File: src/sv/grc_pkg.sv
// ----------------------------------------------------------------------------
// grc_pkg
// Shared types, constants and helpers for the grid raycasting column block.
// ----------------------------------------------------------------------------
package grc_pkg;

  // Default values for the top-level parameters.
  localparam int MAP_WIDTH_DEF    = 16;
  localparam int MAP_HEIGHT_DEF   = 16;
  localparam int SCREEN_WIDTH_DEF = 160;
  localparam int VIEW_HEIGHT_DEF  = 108;
  localparam int MAX_STEPS_DEF    = 40;

  // Arithmetic unit operand widths.
  localparam int AR_W  = 64;
  localparam int AR_BW = 33;

  // Datapath widths for the camera offset and ray components.
  localparam int CAM_W = 20;
  localparam int RAY_W = 23;

  localparam logic [AR_BW-1:0] MIN_DIST = 33'd5243;
  localparam logic [AR_BW-1:0] DIST_CAP = 33'h1_0000_0000;
  localparam logic [40:0]      INF_DIST = 41'h100_0000_0000;

  localparam logic [2:0] TILE_EMPTY = 3'd0;
  localparam logic [2:0] TILE_WALL  = 3'd1;
  localparam logic [2:0] TILE_EXIT  = 3'd5;

  localparam logic OP_TILE = 1'b0;
  localparam logic OP_CAST = 1'b1;

  localparam logic [15:0] PLAYER_X_RST = 16'd10240;
  localparam logic [15:0] PLAYER_Y_RST = 16'd7373;
  localparam logic [15:0] DIR_X_RST    = 16'd0;
  localparam logic [15:0] DIR_Y_RST    = 16'd16384;
  localparam logic [15:0] PLANE_X_RST  = 16'hD5C3;  // -10813
  localparam logic [15:0] PLANE_Y_RST  = 16'd0;

  typedef enum logic [2:0] {
    CFG_PLAYER_X = 3'd0,
    CFG_PLAYER_Y = 3'd1,
    CFG_DIR_X    = 3'd2,
    CFG_DIR_Y    = 3'd3,
    CFG_PLANE_X  = 3'd4,
    CFG_PLANE_Y  = 3'd5
  } cfg_index_t;

  typedef enum logic {
    AR_MUL = 1'b0,
    AR_DIV = 1'b1
  } arith_op_t;

  typedef struct packed {
    logic             start;
    arith_op_t        op;
    logic [AR_W-1:0]  a;
    logic [AR_BW-1:0] b;
  } arith_req_t;

  typedef struct packed {
    logic            done;
    logic [AR_W-1:0] result;
  } arith_rsp_t;

  typedef enum logic [3:0] {
    ST_CLEAR,
    ST_IDLE,
    ST_CAM,
    ST_RAYX,
    ST_RAYY,
    ST_DELX,
    ST_DELY,
    ST_SIDEX,
    ST_SIDEY,
    ST_STEP,
    ST_CHECK,
    ST_DIST,
    ST_HGT,
    ST_WHIT,
    ST_EMIT
  } state_t;

  // RGB565 base colors per tile code.
  function automatic logic [15:0] tile_color(input logic [2:0] code);
    logic [15:0] c;
    case (code)
      3'd2:    c = 16'h2394;  // 38,115,160
      3'd3:    c = 16'h2C88;  // 46,145,67
      3'd4:    c = 16'h8264;  // 135,76,38
      3'd5:    c = 16'h16EB;  // 20,220,90
      default: c = 16'h9144;  // 150,42,35
    endcase
    return c;
  endfunction

  // Halve each color channel of an RGB565 word.
  function automatic logic [15:0] halve(input logic [15:0] c);
    return {1'b0, c[15:12], 1'b0, c[10:6], 1'b0, c[4:1]};
  endfunction

endpackage

File: src/sv/grid_raycast_column.sv
// ----------------------------------------------------------------------------
// grid_raycast_column
// Casts one screen column's ray through the stored tile map by DDA stepping.
// ----------------------------------------------------------------------------
// A cast beat (tuser high) runs all its multiplications and divisions one bit
// per cycle on the shared unit in grc_arith: four divisions (camera offset,
// two ray deltas, wall height) and five shift-add multiplications whose length
// follows the multiplier's magnitude. A column then takes at most MAX_STEPS DDA
// steps, each through ST_STEP and ST_CHECK; the map lookup of each step goes
// through the registered map memory. A tile write beat returns nothing. After
// reset the block clears all MAP_WIDTH*MAP_HEIGHT map cells before in_tready
// rises. The next beat is taken while a finished result still waits on the
// output.
module grid_raycast_column #(
  parameter int MAP_WIDTH    = grc_pkg::MAP_WIDTH_DEF,
  parameter int MAP_HEIGHT   = grc_pkg::MAP_HEIGHT_DEF,
  parameter int SCREEN_WIDTH = grc_pkg::SCREEN_WIDTH_DEF,
  parameter int VIEW_HEIGHT  = grc_pkg::VIEW_HEIGHT_DEF,
  parameter int MAX_STEPS    = grc_pkg::MAX_STEPS_DEF
) (
  input  logic        clk,
  input  logic        rst_n,
  input  logic        in_tvalid,
  output logic        in_tready,
  // column[7:0], tile_row[11:8], tile_col[15:12], tile_code[18:16]
  input  logic [23:0] in_tdata,
  // op[0]
  input  logic        in_tuser,
  output logic        out_tvalid,
  input  logic        out_tready,
  // out_column[7:0], wall_distance[23:8], wall_top[30:24], wall_bottom[37:31],
  // hit_tile[40:38], hit_side[41], wall_color[57:42]
  output logic [63:0] out_tdata,
  input  logic        cfg_we,
  input  logic [2:0]  cfg_addr,
  input  logic [15:0] cfg_data
);

  localparam int DEPTH = MAP_WIDTH * MAP_HEIGHT;
  localparam int AW    = $clog2(DEPTH);
  localparam int MW    = $clog2(MAX_STEPS + 16 + MAP_WIDTH + MAP_HEIGHT) + 1;
  localparam int SCW   = $clog2(MAX_STEPS + 1);
  localparam int HW    = $clog2(VIEW_HEIGHT * 13) + 2;
  localparam int RW    = grc_pkg::RAY_W;

  // Configuration registers.
  logic [15:0]        player_x_r, player_y_r;
  logic signed [15:0] dir_x_r, dir_y_r, plane_x_r, plane_y_r;

  always_ff @(posedge clk) begin
    if (!rst_n) begin
      player_x_r <= grc_pkg::PLAYER_X_RST;
      player_y_r <= grc_pkg::PLAYER_Y_RST;
      dir_x_r    <= grc_pkg::DIR_X_RST;
      dir_y_r    <= grc_pkg::DIR_Y_RST;
      plane_x_r  <= grc_pkg::PLANE_X_RST;
      plane_y_r  <= grc_pkg::PLANE_Y_RST;
    end else if (cfg_we) begin
      unique case (cfg_addr)
        grc_pkg::CFG_PLAYER_X: player_x_r <= cfg_data;
        grc_pkg::CFG_PLAYER_Y: player_y_r <= cfg_data;
        grc_pkg::CFG_DIR_X:    dir_x_r    <= cfg_data;
        grc_pkg::CFG_DIR_Y:    dir_y_r    <= cfg_data;
        grc_pkg::CFG_PLANE_X:  plane_x_r  <= cfg_data;
        grc_pkg::CFG_PLANE_Y:  plane_y_r  <= cfg_data;
        default: ;
      endcase
    end
  end

  // Input fields.
  logic [7:0] in_column;
  logic [3:0] in_tile_row, in_tile_col;
  logic [2:0] in_tile_code;
  assign in_column    = in_tdata[7:0];
  assign in_tile_row  = in_tdata[11:8];
  assign in_tile_col  = in_tdata[15:12];
  assign in_tile_code = in_tdata[18:16];

  // Sequencer state.
  grc_pkg::state_t state_r, state_nxt;
  logic            issued_r, issued_nxt;
  logic [AW-1:0]   clr_addr_r, clr_addr_nxt;
  logic            out_valid_r, out_valid_nxt;

  // Working registers.
  logic [7:0]                  column_r, column_nxt;
  logic [10:0]                 num_mag_r, num_mag_nxt;
  logic                        cam_neg_r, cam_neg_nxt;
  logic [grc_pkg::CAM_W-1:0]   cam_mag_r, cam_mag_nxt;
  logic signed [RW-1:0]        rx_r, rx_nxt, ry_r, ry_nxt;
  logic [40:0]                 dx_r, dx_nxt, dy_r, dy_nxt;
  logic [47:0]                 sx_r, sx_nxt, sy_r, sy_nxt;
  logic signed [MW-1:0]        mx_r, mx_nxt, my_r, my_nxt;
  logic [SCW-1:0]              cnt_r, cnt_nxt;
  logic                        side_r, side_nxt;
  logic [2:0]                  hit_r, hit_nxt;
  logic [32:0]                 d_r, d_nxt;
  logic [HW-1:0]               h_r, h_nxt;
  logic                        stripe_r, stripe_nxt;
  logic [63:0]                 out_data_r, out_data_nxt;

  grc_pkg::arith_req_t areq;
  grc_pkg::arith_rsp_t arsp;

  grc_arith u_arith (
    .clk   (clk),
    .rst_n (rst_n),
    .req   (areq),
    .rsp   (arsp)
  );

  // Tile map memory.
  logic [2:0]    tiles_mem [DEPTH];
  logic [2:0]    tile_q_r;
  logic          mem_we;
  logic [AW-1:0] mem_wa, mem_ra;
  logic [2:0]    mem_wd;

  always_ff @(posedge clk) begin
    if (mem_we) begin
      tiles_mem[mem_wa] <= mem_wd;
    end
    tile_q_r <= tiles_mem[mem_ra];
  end

  function automatic logic [RW-2:0] ray_mag(input logic signed [RW-1:0] r);
    return r[RW-1] ? (RW-1)'(-r) : (RW-1)'(r);
  endfunction

  function automatic logic [15:0] vec_mag(input logic signed [15:0] v);
    return v[15] ? 16'(-v) : 16'(v);
  endfunction

  logic                     in_acc;
  logic signed [11:0]       num_s;
  logic [35:0]              pm;
  logic signed [36:0]       pprod;
  logic signed [RW-1:0]     pshift;
  logic [12:0]              frac_f;
  logic                     lt;
  logic signed [MW-1:0]     mx_step, my_step;
  logic                     oob;
  logic [2:0]               hit_now;
  logic [47:0]              dsel, ddel, draw;
  logic [54:0]              wm;
  logic signed [55:0]       wp;
  logic signed [41:0]       wfl;
  logic signed [43:0]       wv, wneg;
  logic [15:0]              wpos;
  logic signed [RW-1:0]     rsel;
  logic [HW-1:0]            hh, top_v, bot_v;
  logic [15:0]              color;
  logic [15:0]              dist_out;

  assign in_tready  = (state_r == grc_pkg::ST_IDLE);
  assign in_acc     = in_tvalid && in_tready;
  assign out_tvalid = out_valid_r;
  assign out_tdata  = out_data_r;

  always_comb begin
    state_nxt     = state_r;
    issued_nxt    = issued_r;
    clr_addr_nxt  = clr_addr_r;
    out_valid_nxt = out_valid_r && !out_tready;
    column_nxt    = column_r;
    num_mag_nxt   = num_mag_r;
    cam_neg_nxt   = cam_neg_r;
    cam_mag_nxt   = cam_mag_r;
    rx_nxt        = rx_r;
    ry_nxt        = ry_r;
    dx_nxt        = dx_r;
    dy_nxt        = dy_r;
    sx_nxt        = sx_r;
    sy_nxt        = sy_r;
    mx_nxt        = mx_r;
    my_nxt        = my_r;
    cnt_nxt       = cnt_r;
    side_nxt      = side_r;
    hit_nxt       = hit_r;
    d_nxt         = d_r;
    h_nxt         = h_r;
    stripe_nxt    = stripe_r;
    out_data_nxt  = out_data_r;

    areq.start = 1'b0;
    areq.op    = grc_pkg::AR_MUL;
    areq.a     = '0;
    areq.b     = '0;

    mem_we = 1'b0;
    mem_wa = clr_addr_r;
    mem_wd = grc_pkg::TILE_EMPTY;

    num_s = $signed({3'b0, in_column, 1'b0}) - $signed(12'(SCREEN_WIDTH));

    // Shared post-processing of the ray multiplications.
    pm     = arsp.result[35:0];
    pprod  = $signed({1'b0, pm});
    pshift = '0;

    frac_f = '0;

    // One DDA step: a tie steps in y.
    lt      = sx_r < sy_r;
    mx_step = rx_r[RW-1] ? mx_r - MW'(1) : mx_r + MW'(1);
    my_step = ry_r[RW-1] ? my_r - MW'(1) : my_r + MW'(1);
    mem_ra  = AW'(AW'(my_r) * AW'(MAP_WIDTH) + AW'(mx_r));

    oob = mx_r[MW-1] || (mx_r >= $signed(MW'(MAP_WIDTH))) ||
          my_r[MW-1] || (my_r >= $signed(MW'(MAP_HEIGHT)));
    hit_now = oob ? grc_pkg::TILE_WALL : tile_q_r;

    dsel = side_r ? sy_r : sx_r;
    ddel = side_r ? 48'(dy_r) : 48'(dx_r);
    draw = (dsel >= ddel) ? dsel - ddel : '0;

    rsel = side_r ? rx_r : ry_r;
    wpos = side_r ? player_x_r : player_y_r;
    wm   = arsp.result[54:0];
    wp   = rsel[RW-1] ? -$signed({1'b0, wm}) : $signed({1'b0, wm});
    wfl  = 42'(wp >>> 14);
    wv   = $signed({24'b0, wpos, 4'b0}) + 44'(wfl);
    wneg = -wv;

    hh    = h_r >> 1;
    top_v = (hh > HW'(VIEW_HEIGHT / 2)) ? '0 : HW'(VIEW_HEIGHT / 2) - hh;
    bot_v = (HW'(VIEW_HEIGHT / 2) + hh > HW'(VIEW_HEIGHT - 1)) ?
            HW'(VIEW_HEIGHT - 1) : HW'(VIEW_HEIGHT / 2) + hh;

    color = grc_pkg::tile_color(hit_r);
    if (side_r) begin
      color = grc_pkg::halve(color);
    end
    if (stripe_r) begin
      color = grc_pkg::halve(color);
    end
    dist_out = (d_r[32:22] != '0) ? 16'hFFFF : d_r[21:6];

    unique case (state_r)
      grc_pkg::ST_CLEAR: begin
        mem_we       = 1'b1;
        clr_addr_nxt = clr_addr_r + AW'(1);
        if (clr_addr_r == AW'(DEPTH - 1)) begin
          state_nxt = grc_pkg::ST_IDLE;
        end
      end

      grc_pkg::ST_IDLE: begin
        if (in_acc) begin
          if (in_tuser == grc_pkg::OP_TILE) begin
            mem_wa = AW'(AW'(in_tile_row) * AW'(MAP_WIDTH) + AW'(in_tile_col));
            mem_wd = in_tile_code;
            mem_we = (in_tile_code <= grc_pkg::TILE_EXIT) &&
                     ({28'b0, in_tile_row} < 32'(MAP_HEIGHT)) &&
                     ({28'b0, in_tile_col} < 32'(MAP_WIDTH));
          end else begin
            column_nxt  = in_column;
            cam_neg_nxt = num_s[11];
            num_mag_nxt = num_s[11] ? 11'(-num_s) : 11'(num_s);
            issued_nxt  = 1'b0;
            state_nxt   = grc_pkg::ST_CAM;
          end
        end
      end

      grc_pkg::ST_CAM: begin
        areq.op = grc_pkg::AR_DIV;
        areq.a  = 64'({num_mag_r, 14'b0});
        areq.b  = 33'(SCREEN_WIDTH);
        areq.start = !issued_r;
        issued_nxt = 1'b1;
        if (arsp.done) begin
          cam_mag_nxt = arsp.result[grc_pkg::CAM_W-1:0];
          issued_nxt  = 1'b0;
          state_nxt   = grc_pkg::ST_RAYX;
        end
      end

      grc_pkg::ST_RAYX, grc_pkg::ST_RAYY: begin
        areq.op = grc_pkg::AR_MUL;
        areq.a  = 64'(cam_mag_r);
        areq.b  = 33'((state_r == grc_pkg::ST_RAYX) ? vec_mag(plane_x_r)
                                                    : vec_mag(plane_y_r));
        areq.start = !issued_r;
        issued_nxt = 1'b1;
        if (arsp.done) begin
          issued_nxt = 1'b0;
          if (state_r == grc_pkg::ST_RAYX) begin
            if (plane_x_r[15] ^ cam_neg_r) pprod = -$signed({1'b0, pm});
            pshift    = RW'(pprod >>> 14);
            rx_nxt    = RW'(dir_x_r) + pshift;
            state_nxt = grc_pkg::ST_RAYY;
          end else begin
            if (plane_y_r[15] ^ cam_neg_r) pprod = -$signed({1'b0, pm});
            pshift    = RW'(pprod >>> 14);
            ry_nxt    = RW'(dir_y_r) + pshift;
            state_nxt = grc_pkg::ST_DELX;
          end
        end
      end

      grc_pkg::ST_DELX, grc_pkg::ST_DELY: begin
        areq.op = grc_pkg::AR_DIV;
        areq.a  = 64'h4000_0000;
        areq.b  = 33'((state_r == grc_pkg::ST_DELX) ? ray_mag(rx_r) : ray_mag(ry_r));
        areq.start = !issued_r;
        issued_nxt = 1'b1;
        if (arsp.done) begin
          issued_nxt = 1'b0;
          // A zero ray component never reaches that side.
          if (state_r == grc_pkg::ST_DELX) begin
            dx_nxt    = (rx_r == '0) ? grc_pkg::INF_DIST : 41'(arsp.result[30:0]);
            state_nxt = grc_pkg::ST_DELY;
          end else begin
            dy_nxt    = (ry_r == '0) ? grc_pkg::INF_DIST : 41'(arsp.result[30:0]);
            state_nxt = grc_pkg::ST_SIDEX;
          end
        end
      end

      grc_pkg::ST_SIDEX, grc_pkg::ST_SIDEY: begin
        if (state_r == grc_pkg::ST_SIDEX) begin
          frac_f = rx_r[RW-1] ? {1'b0, player_x_r[11:0]}
                              : 13'd4096 - {1'b0, player_x_r[11:0]};
          areq.a = 64'(dx_r);
        end else begin
          frac_f = ry_r[RW-1] ? {1'b0, player_y_r[11:0]}
                              : 13'd4096 - {1'b0, player_y_r[11:0]};
          areq.a = 64'(dy_r);
        end
        areq.op = grc_pkg::AR_MUL;
        areq.b  = 33'(frac_f);
        areq.start = !issued_r;
        issued_nxt = 1'b1;
        if (arsp.done) begin
          issued_nxt = 1'b0;
          if (state_r == grc_pkg::ST_SIDEX) begin
            sx_nxt    = arsp.result[59:12];
            state_nxt = grc_pkg::ST_SIDEY;
          end else begin
            sy_nxt    = arsp.result[59:12];
            mx_nxt    = $signed(MW'(player_x_r[15:12]));
            my_nxt    = $signed(MW'(player_y_r[15:12]));
            cnt_nxt   = '0;
            side_nxt  = 1'b0;
            state_nxt = grc_pkg::ST_STEP;
          end
        end
      end

      grc_pkg::ST_STEP: begin
        if (lt) begin
          sx_nxt   = sx_r + 48'(dx_r);
          mx_nxt   = mx_step;
          side_nxt = 1'b0;
        end else begin
          sy_nxt   = sy_r + 48'(dy_r);
          my_nxt   = my_step;
          side_nxt = 1'b1;
        end
        cnt_nxt   = cnt_r + SCW'(1);
        state_nxt = grc_pkg::ST_CHECK;
      end

      grc_pkg::ST_CHECK: begin
        // The map read issued from the updated cell lands here.
        hit_nxt = hit_now;
        if ((hit_now != grc_pkg::TILE_EMPTY) || (cnt_r == SCW'(MAX_STEPS))) begin
          state_nxt = grc_pkg::ST_DIST;
        end else begin
          state_nxt = grc_pkg::ST_STEP;
        end
      end

      grc_pkg::ST_DIST: begin
        if (draw < 48'(grc_pkg::MIN_DIST)) begin
          d_nxt = grc_pkg::MIN_DIST;
        end else if (draw > 48'(grc_pkg::DIST_CAP)) begin
          d_nxt = grc_pkg::DIST_CAP;
        end else begin
          d_nxt = draw[32:0];
        end
        issued_nxt = 1'b0;
        state_nxt  = grc_pkg::ST_HGT;
      end

      grc_pkg::ST_HGT: begin
        areq.op = grc_pkg::AR_DIV;
        areq.a  = 64'(VIEW_HEIGHT) << 16;
        areq.b  = d_r;
        areq.start = !issued_r;
        issued_nxt = 1'b1;
        if (arsp.done) begin
          h_nxt      = arsp.result[HW-1:0];
          issued_nxt = 1'b0;
          state_nxt  = grc_pkg::ST_WHIT;
        end
      end

      grc_pkg::ST_WHIT: begin
        areq.op = grc_pkg::AR_MUL;
        areq.a  = 64'(ray_mag(rsel));
        areq.b  = d_r;
        areq.start = !issued_r;
        issued_nxt = 1'b1;
        if (arsp.done) begin
          // Truncating division by 8192 is odd when bit 13 of the magnitude is set.
          stripe_nxt = wv[43] ? wneg[13] : wv[13];
          issued_nxt = 1'b0;
          state_nxt  = grc_pkg::ST_EMIT;
        end
      end

      grc_pkg::ST_EMIT: begin
        if (!out_valid_r || out_tready) begin
          out_data_nxt  = {6'b0, color, side_r, hit_r, bot_v[6:0], top_v[6:0],
                           dist_out, column_r};
          out_valid_nxt = 1'b1;
          state_nxt     = grc_pkg::ST_IDLE;
        end
      end

      default: state_nxt = grc_pkg::ST_IDLE;
    endcase

    if (state_r == grc_pkg::ST_STEP) begin
      mem_ra = AW'(AW'(my_nxt) * AW'(MAP_WIDTH) + AW'(mx_nxt));
    end
  end

  always_ff @(posedge clk) begin
    if (!rst_n) begin
      state_r     <= grc_pkg::ST_CLEAR;
      issued_r    <= 1'b0;
      clr_addr_r  <= '0;
      out_valid_r <= 1'b0;
    end else begin
      state_r     <= state_nxt;
      issued_r    <= issued_nxt;
      clr_addr_r  <= clr_addr_nxt;
      out_valid_r <= out_valid_nxt;
    end
  end

  always_ff @(posedge clk) begin
    column_r   <= column_nxt;
    num_mag_r  <= num_mag_nxt;
    cam_neg_r  <= cam_neg_nxt;
    cam_mag_r  <= cam_mag_nxt;
    rx_r       <= rx_nxt;
    ry_r       <= ry_nxt;
    dx_r       <= dx_nxt;
    dy_r       <= dy_nxt;
    sx_r       <= sx_nxt;
    sy_r       <= sy_nxt;
    mx_r       <= mx_nxt;
    my_r       <= my_nxt;
    cnt_r      <= cnt_nxt;
    side_r     <= side_nxt;
    hit_r      <= hit_nxt;
    d_r        <= d_nxt;
    h_r        <= h_nxt;
    stripe_r   <= stripe_nxt;
    out_data_r <= out_data_nxt;
  end

endmodule

File: src/sv/grc_arith.sv
// ----------------------------------------------------------------------------
// grc_arith
// Shared bit-serial multiplier and restoring divider around one 64-bit adder.
// ----------------------------------------------------------------------------
module grc_arith (
  input  logic                 clk,
  input  logic                 rst_n,
  input  grc_pkg::arith_req_t  req,
  output grc_pkg::arith_rsp_t  rsp
);

  logic                          busy_r, busy_nxt;
  logic                          done_r, done_nxt;
  grc_pkg::arith_op_t            op_r, op_nxt;
  logic [grc_pkg::AR_W-1:0]      acc_r, acc_nxt;
  logic [grc_pkg::AR_W-1:0]      opa_r, opa_nxt;
  logic [grc_pkg::AR_BW-1:0]     opb_r, opb_nxt;
  logic [4:0]                    cnt_r, cnt_nxt;

  logic [grc_pkg::AR_W-1:0]      rem_shift;
  logic [grc_pkg::AR_W-1:0]      add_x, add_y;
  logic                          add_cin;
  logic [grc_pkg::AR_W:0]        sum;

  always_comb begin
    rem_shift = {acc_r[grc_pkg::AR_W-2:0], opa_r[31]};
    if (op_r == grc_pkg::AR_DIV) begin
      // Trial subtract: the carry out is set when the divisor fits.
      add_x   = rem_shift;
      add_y   = ~{{(grc_pkg::AR_W - grc_pkg::AR_BW){1'b0}}, opb_r};
      add_cin = 1'b1;
    end else begin
      add_x   = acc_r;
      add_y   = opa_r;
      add_cin = 1'b0;
    end
    sum = {1'b0, add_x} + {1'b0, add_y} + {{grc_pkg::AR_W{1'b0}}, add_cin};

    busy_nxt = busy_r;
    done_nxt = 1'b0;
    op_nxt   = op_r;
    acc_nxt  = acc_r;
    opa_nxt  = opa_r;
    opb_nxt  = opb_r;
    cnt_nxt  = cnt_r;

    if (req.start) begin
      busy_nxt = 1'b1;
      op_nxt   = req.op;
      acc_nxt  = '0;
      opa_nxt  = req.a;
      opb_nxt  = req.b;
      cnt_nxt  = '0;
    end else if (busy_r) begin
      if (op_r == grc_pkg::AR_MUL) begin
        if (opb_r == '0) begin
          busy_nxt = 1'b0;
          done_nxt = 1'b1;
        end else begin
          if (opb_r[0]) begin
            acc_nxt = sum[grc_pkg::AR_W-1:0];
          end
          opa_nxt = {opa_r[grc_pkg::AR_W-2:0], 1'b0};
          opb_nxt = {1'b0, opb_r[grc_pkg::AR_BW-1:1]};
        end
      end else begin
        acc_nxt = sum[grc_pkg::AR_W] ? sum[grc_pkg::AR_W-1:0] : rem_shift;
        opa_nxt = {opa_r[grc_pkg::AR_W-2:0], sum[grc_pkg::AR_W]};
        cnt_nxt = cnt_r + 5'd1;
        if (cnt_r == 5'd31) begin
          busy_nxt = 1'b0;
          done_nxt = 1'b1;
        end
      end
    end
  end

  always_ff @(posedge clk) begin
    if (!rst_n) begin
      busy_r <= 1'b0;
      done_r <= 1'b0;
    end else begin
      busy_r <= busy_nxt;
      done_r <= done_nxt;
    end
  end

  always_ff @(posedge clk) begin
    op_r  <= op_nxt;
    acc_r <= acc_nxt;
    opa_r <= opa_nxt;
    opb_r <= opb_nxt;
    cnt_r <= cnt_nxt;
  end

  assign rsp.done   = done_r;
  assign rsp.result = (op_r == grc_pkg::AR_DIV) ? {32'b0, opa_r[31:0]} : acc_r;

endmodule

File: config.mk
export PLATFORM = sky130hd
export DESIGN_NAME = grid_raycast_column
export DESIGN_NICKNAME = d
export VERILOG_FILES = /design/src/sv/grc_pkg.sv /design/src/sv/grid_raycast_column.sv /design/src/sv/grc_arith.sv
export SDC_FILE = /design/constraint.sdc
export NUM_CORES = 2
export LEC_CHECK = 0
export BUFFER_PORTS_ARGS = -buffer_cell sky130_fd_sc_hd__buf_4
export CAP_MARGIN = 10
export CORE_ASPECT_RATIO = 1.2
export CORE_MARGIN = 10
export CORE_UTILIZATION = 39
export DETAILED_ROUTE_END_ITERATION = 7
export HOLD_SLACK_MARGIN = 0.12
export PLACE_DENSITY_LB_ADDON = 0.05
export SLEW_MARGIN = 30
export SYNTH_ARGS = -nofsm -noshare
export SYNTH_HDL_FRONTEND = slang
export SYNTH_SLANG_ARGS = --single-unit
File: constraint.sdc
create_clock -name clk -period 10.15 [get_ports clk]
set_input_delay 2.5375 -clock clk [delete_from_list [all_inputs] [get_ports clk]]
set_output_delay 2.5375 -clock clk [all_outputs]
set_load 0.01 [all_outputs]
==> results.ini <==
[run_status]
status = complete, no violations

[timing]
tightest_slew_ns = 1.08
fin_crit_sh_pct = 73.4
tns_ns = 0
rsz0062_at_grt = no
slew_viol_final = 0
setup_viol = 0
finalHoldViolations = 0
maxSlewHeadroom_pct = 27.5
clock_skew_ns = 0.0537
fmax_mhz = 134
layout_min_cycle_time_ns = 7.45
worst_slack_ns = 2.70

[clock_tree]
clock_tree.buffer_depth = 3
clockRootBuffer = clkbuf_16
cts_tree = done
clk_latency_ns = 0.86
cts_sinks = 1424
path_clk_slew_ns = 0.06
post_cts_resized = 0
cts_setup_buffers = 0
numCtsBuffers = 163
postCtsHoldBufs = 0
htreeDepth = 4

[grt]
grt.overflow.total = 0
antenna_found_initial = 7
first_global_vias = 62500
grt_pass1_wl_mm = 430
grt_usage_pct = 25.2
grt_max_degree = 197

[finish]
finalNonFillerCells = 10800
layout_commonest_cell = edfxtp_1
layout-drive-gt1-share_pct = 10.4
regArea_um2 = 40800
fin_area_um2 = 90700
multi_input_area_um2 = 38200
area_delta_synth_final_pct = 11.8
fin_nets = 8232
fillerInstances = 19900
final_cell_mix = edfxtp_1 (1228), nand2_1 (1051), nor2_1 (741)

[synth]
yosysWarnings = 0
yosysTopAreaCell = edfxtp_1
yosysTopAreaCellShare_pct = 45.4
synth_area_leaders = edfxtp_1 (45%), nand2_1 (5.0%), dfxtp_1 (4.8%)
synth-seq-area-share_pct = 50.3
netlist_instances = 7911
synth-edff-count = 1228
synth_area_um2 = 81100
ys_types = 96
synthArstFlopShare_pct = 0
ys_ff_latch = 1424
synth_ff_type = edfxtp_1
avgSynthCellArea_um2 = 10.3

[setup_path]
timing.critical_path.cells = buf_4 -> mux2i_1 -> nand4_1 -> or4_1 -> nor2_1 -> nand2_1 -> nor2_1 -> nor2_1 -> xnor2_1 -> ha_1 -> nor2b_1 -> o21ai_0 -> a21boi_0 -> o21ai_0 -> a21boi_0 -> o21a_1 -> o211ai_1 -> a21oi_1 -> o221ai_1 -> a2111oi_0 -> nand4_1 -> o21ai_1 -> xnor2_1
crit_path_start_kind = flip-flop
required_ns = 10.68
crit_family = simple AND/OR/NAND/NOR gates
slowest_delay_ns = 0.87
cp.buffers_inverters = 1
slowest_stage = or4_1
worstPathArrival_ns = 7.98
cpMostUsedCell = nor2_1
crit_path_end_kind = flip-flop
critPathMaxFanout = 47
crit_type = flip-flop to flip-flop

[power_and_ir_drop]
power_density_nw_per_um2 = 187
irDropWorstVdd_mv = 0.155
power.leakage_nw = 32.0
p_total_mw = 17.0

[detailed_routing]
vias_per_cell = 5.84
wl_mm = 297
wl_per_cell_um = 27.5
vias = 63000
remaining_drc_errors = 0
drt_first_pass_iters = 6
drt_iter0_markers = 4884
ant_nets = 0

[placed_design]
portBuffers = 103
dpl_worst_slack_ns = 2.86
placed_area_um2 = 85300
place.gp.congestion = 0.904
place_inst = 10500
hpwl_mm = 211

[die]
die_w_um = 436
dieArea_um2 = 227000
rows = 183
io_pins = 115
die_h_um = 520
initial_core_util_pct = 39.2
coreArea_um2 = 207000

[worst_hold_path]
hold_path_class = flip-flop to flip-flop

[flow_run]
drv_cap = 0

## cell families (layout without fill, tap and decap cells)
group                    after synthesis  after routing  synth area share [%]
AO/OA/AOI/OAI                       1812           1812                  14.7
XOR/XNOR                             403            403                  4.35
adder cells (fa/ha/maj)              318            318                  5.01
buffers and inverters                667            753                  3.24
flip-flops                          1424           1424                  50.3
multiplexers                         430            430                  6.34
other                                  1             21               0.00462
AND/OR/NAND/NOR                     2856           2856                  16.0
## metrics by stage
step	utilization, %	hold WS (ns)
after floorplan	-	0.400
after global placement	41.1	0.403
after detailed placement	41.2	0.405
after CTS	43.8	0.419
after global routing	43.8	0.424
final	43.8	0.419
## routing by layer
layer	GRT usage [%]	part of all wire [%]	vias up
met2	45.6	51	1820
met5	0	0	-
met1	29.7	40	31400
li1	-	-	29300
met3	2.76	4.1	512
met4	11.8	5.3	0
## registers in the layout, summed over array words and instances, names as in the netlist, 16 cells and up
signal and cells:
dx_r 32, cam_mag_r 20, ry_r 23, dir_x_r 16, u_arith.acc_r 64, plane_x_r 16
u_arith.opb_r 33, sx_r 48, player_y_r 16, dir_y_r 16, dy_r 32, u_arith.opa_r 64
rx_r 23, out_tdata 58, tiles_mem 768, plane_y_r 16, player_x_r 16, d_r 33
sy_r 48
## worst paths after layout
kind / from / to / slack [ns] / cells after the start
max: u_arith.op_r / stripe_r / 2.70 / 23
min: column_r[6] / out_tdata[6] / 0.42 / 0
max reg2reg: u_arith.op_r / stripe_r / 2.70 / 23
min reg2reg: column_r[6] / out_tdata[6] / 0.42 / 0
## where the power goes
part           switching, mW  internal (mW)
Combinational           2.53           1.47
Sequential             0.341           6.64
Clock                   2.64           3.35
## cells in the mapped netlist (all sizes together), types with 47 or more instances
| cell | instances |
|---|---|
| a31oi | 155 |
| dfxtp | 196 |
| a21oi | 423 |
| and2 | 88 |
| edfxtp | 1228 |
| a21boi | 96 |
| xnor2 | 252 |
| nor2b | 55 |
| a211oi | 80 |
| or2 | 77 |
| nand3 | 240 |
| nor4 | 59 |
| clkbuf | 337 |
| mux4 | 57 |
| mux2i | 271 |
| a21o | 115 |
| nor3 | 132 |
| and3 | 120 |
| o31ai | 64 |
| nand4 | 74 |
| inv | 202 |
| buf | 126 |
| mux2 | 102 |
| nor2 | 758 |
| o21ai | 365 |
| ha | 306 |
| nand2 | 1071 |
| o22ai | 47 |
| xor2 | 151 |
| nand2b | 64 |
## area by class of cell
cell class              instances  share of cell area, %
multi-input cells            5827                   42.1
repair buffers                245                   2.25
diodes                         13                 0.0359
flip-flops and latches       1424                   45.0
inverters                     204                  0.846
well taps                    2775                   3.83
clock inverters               105                   1.17
clock buffers                 199                   4.72
No activity file was read; power rests on OpenSTA's default activity.
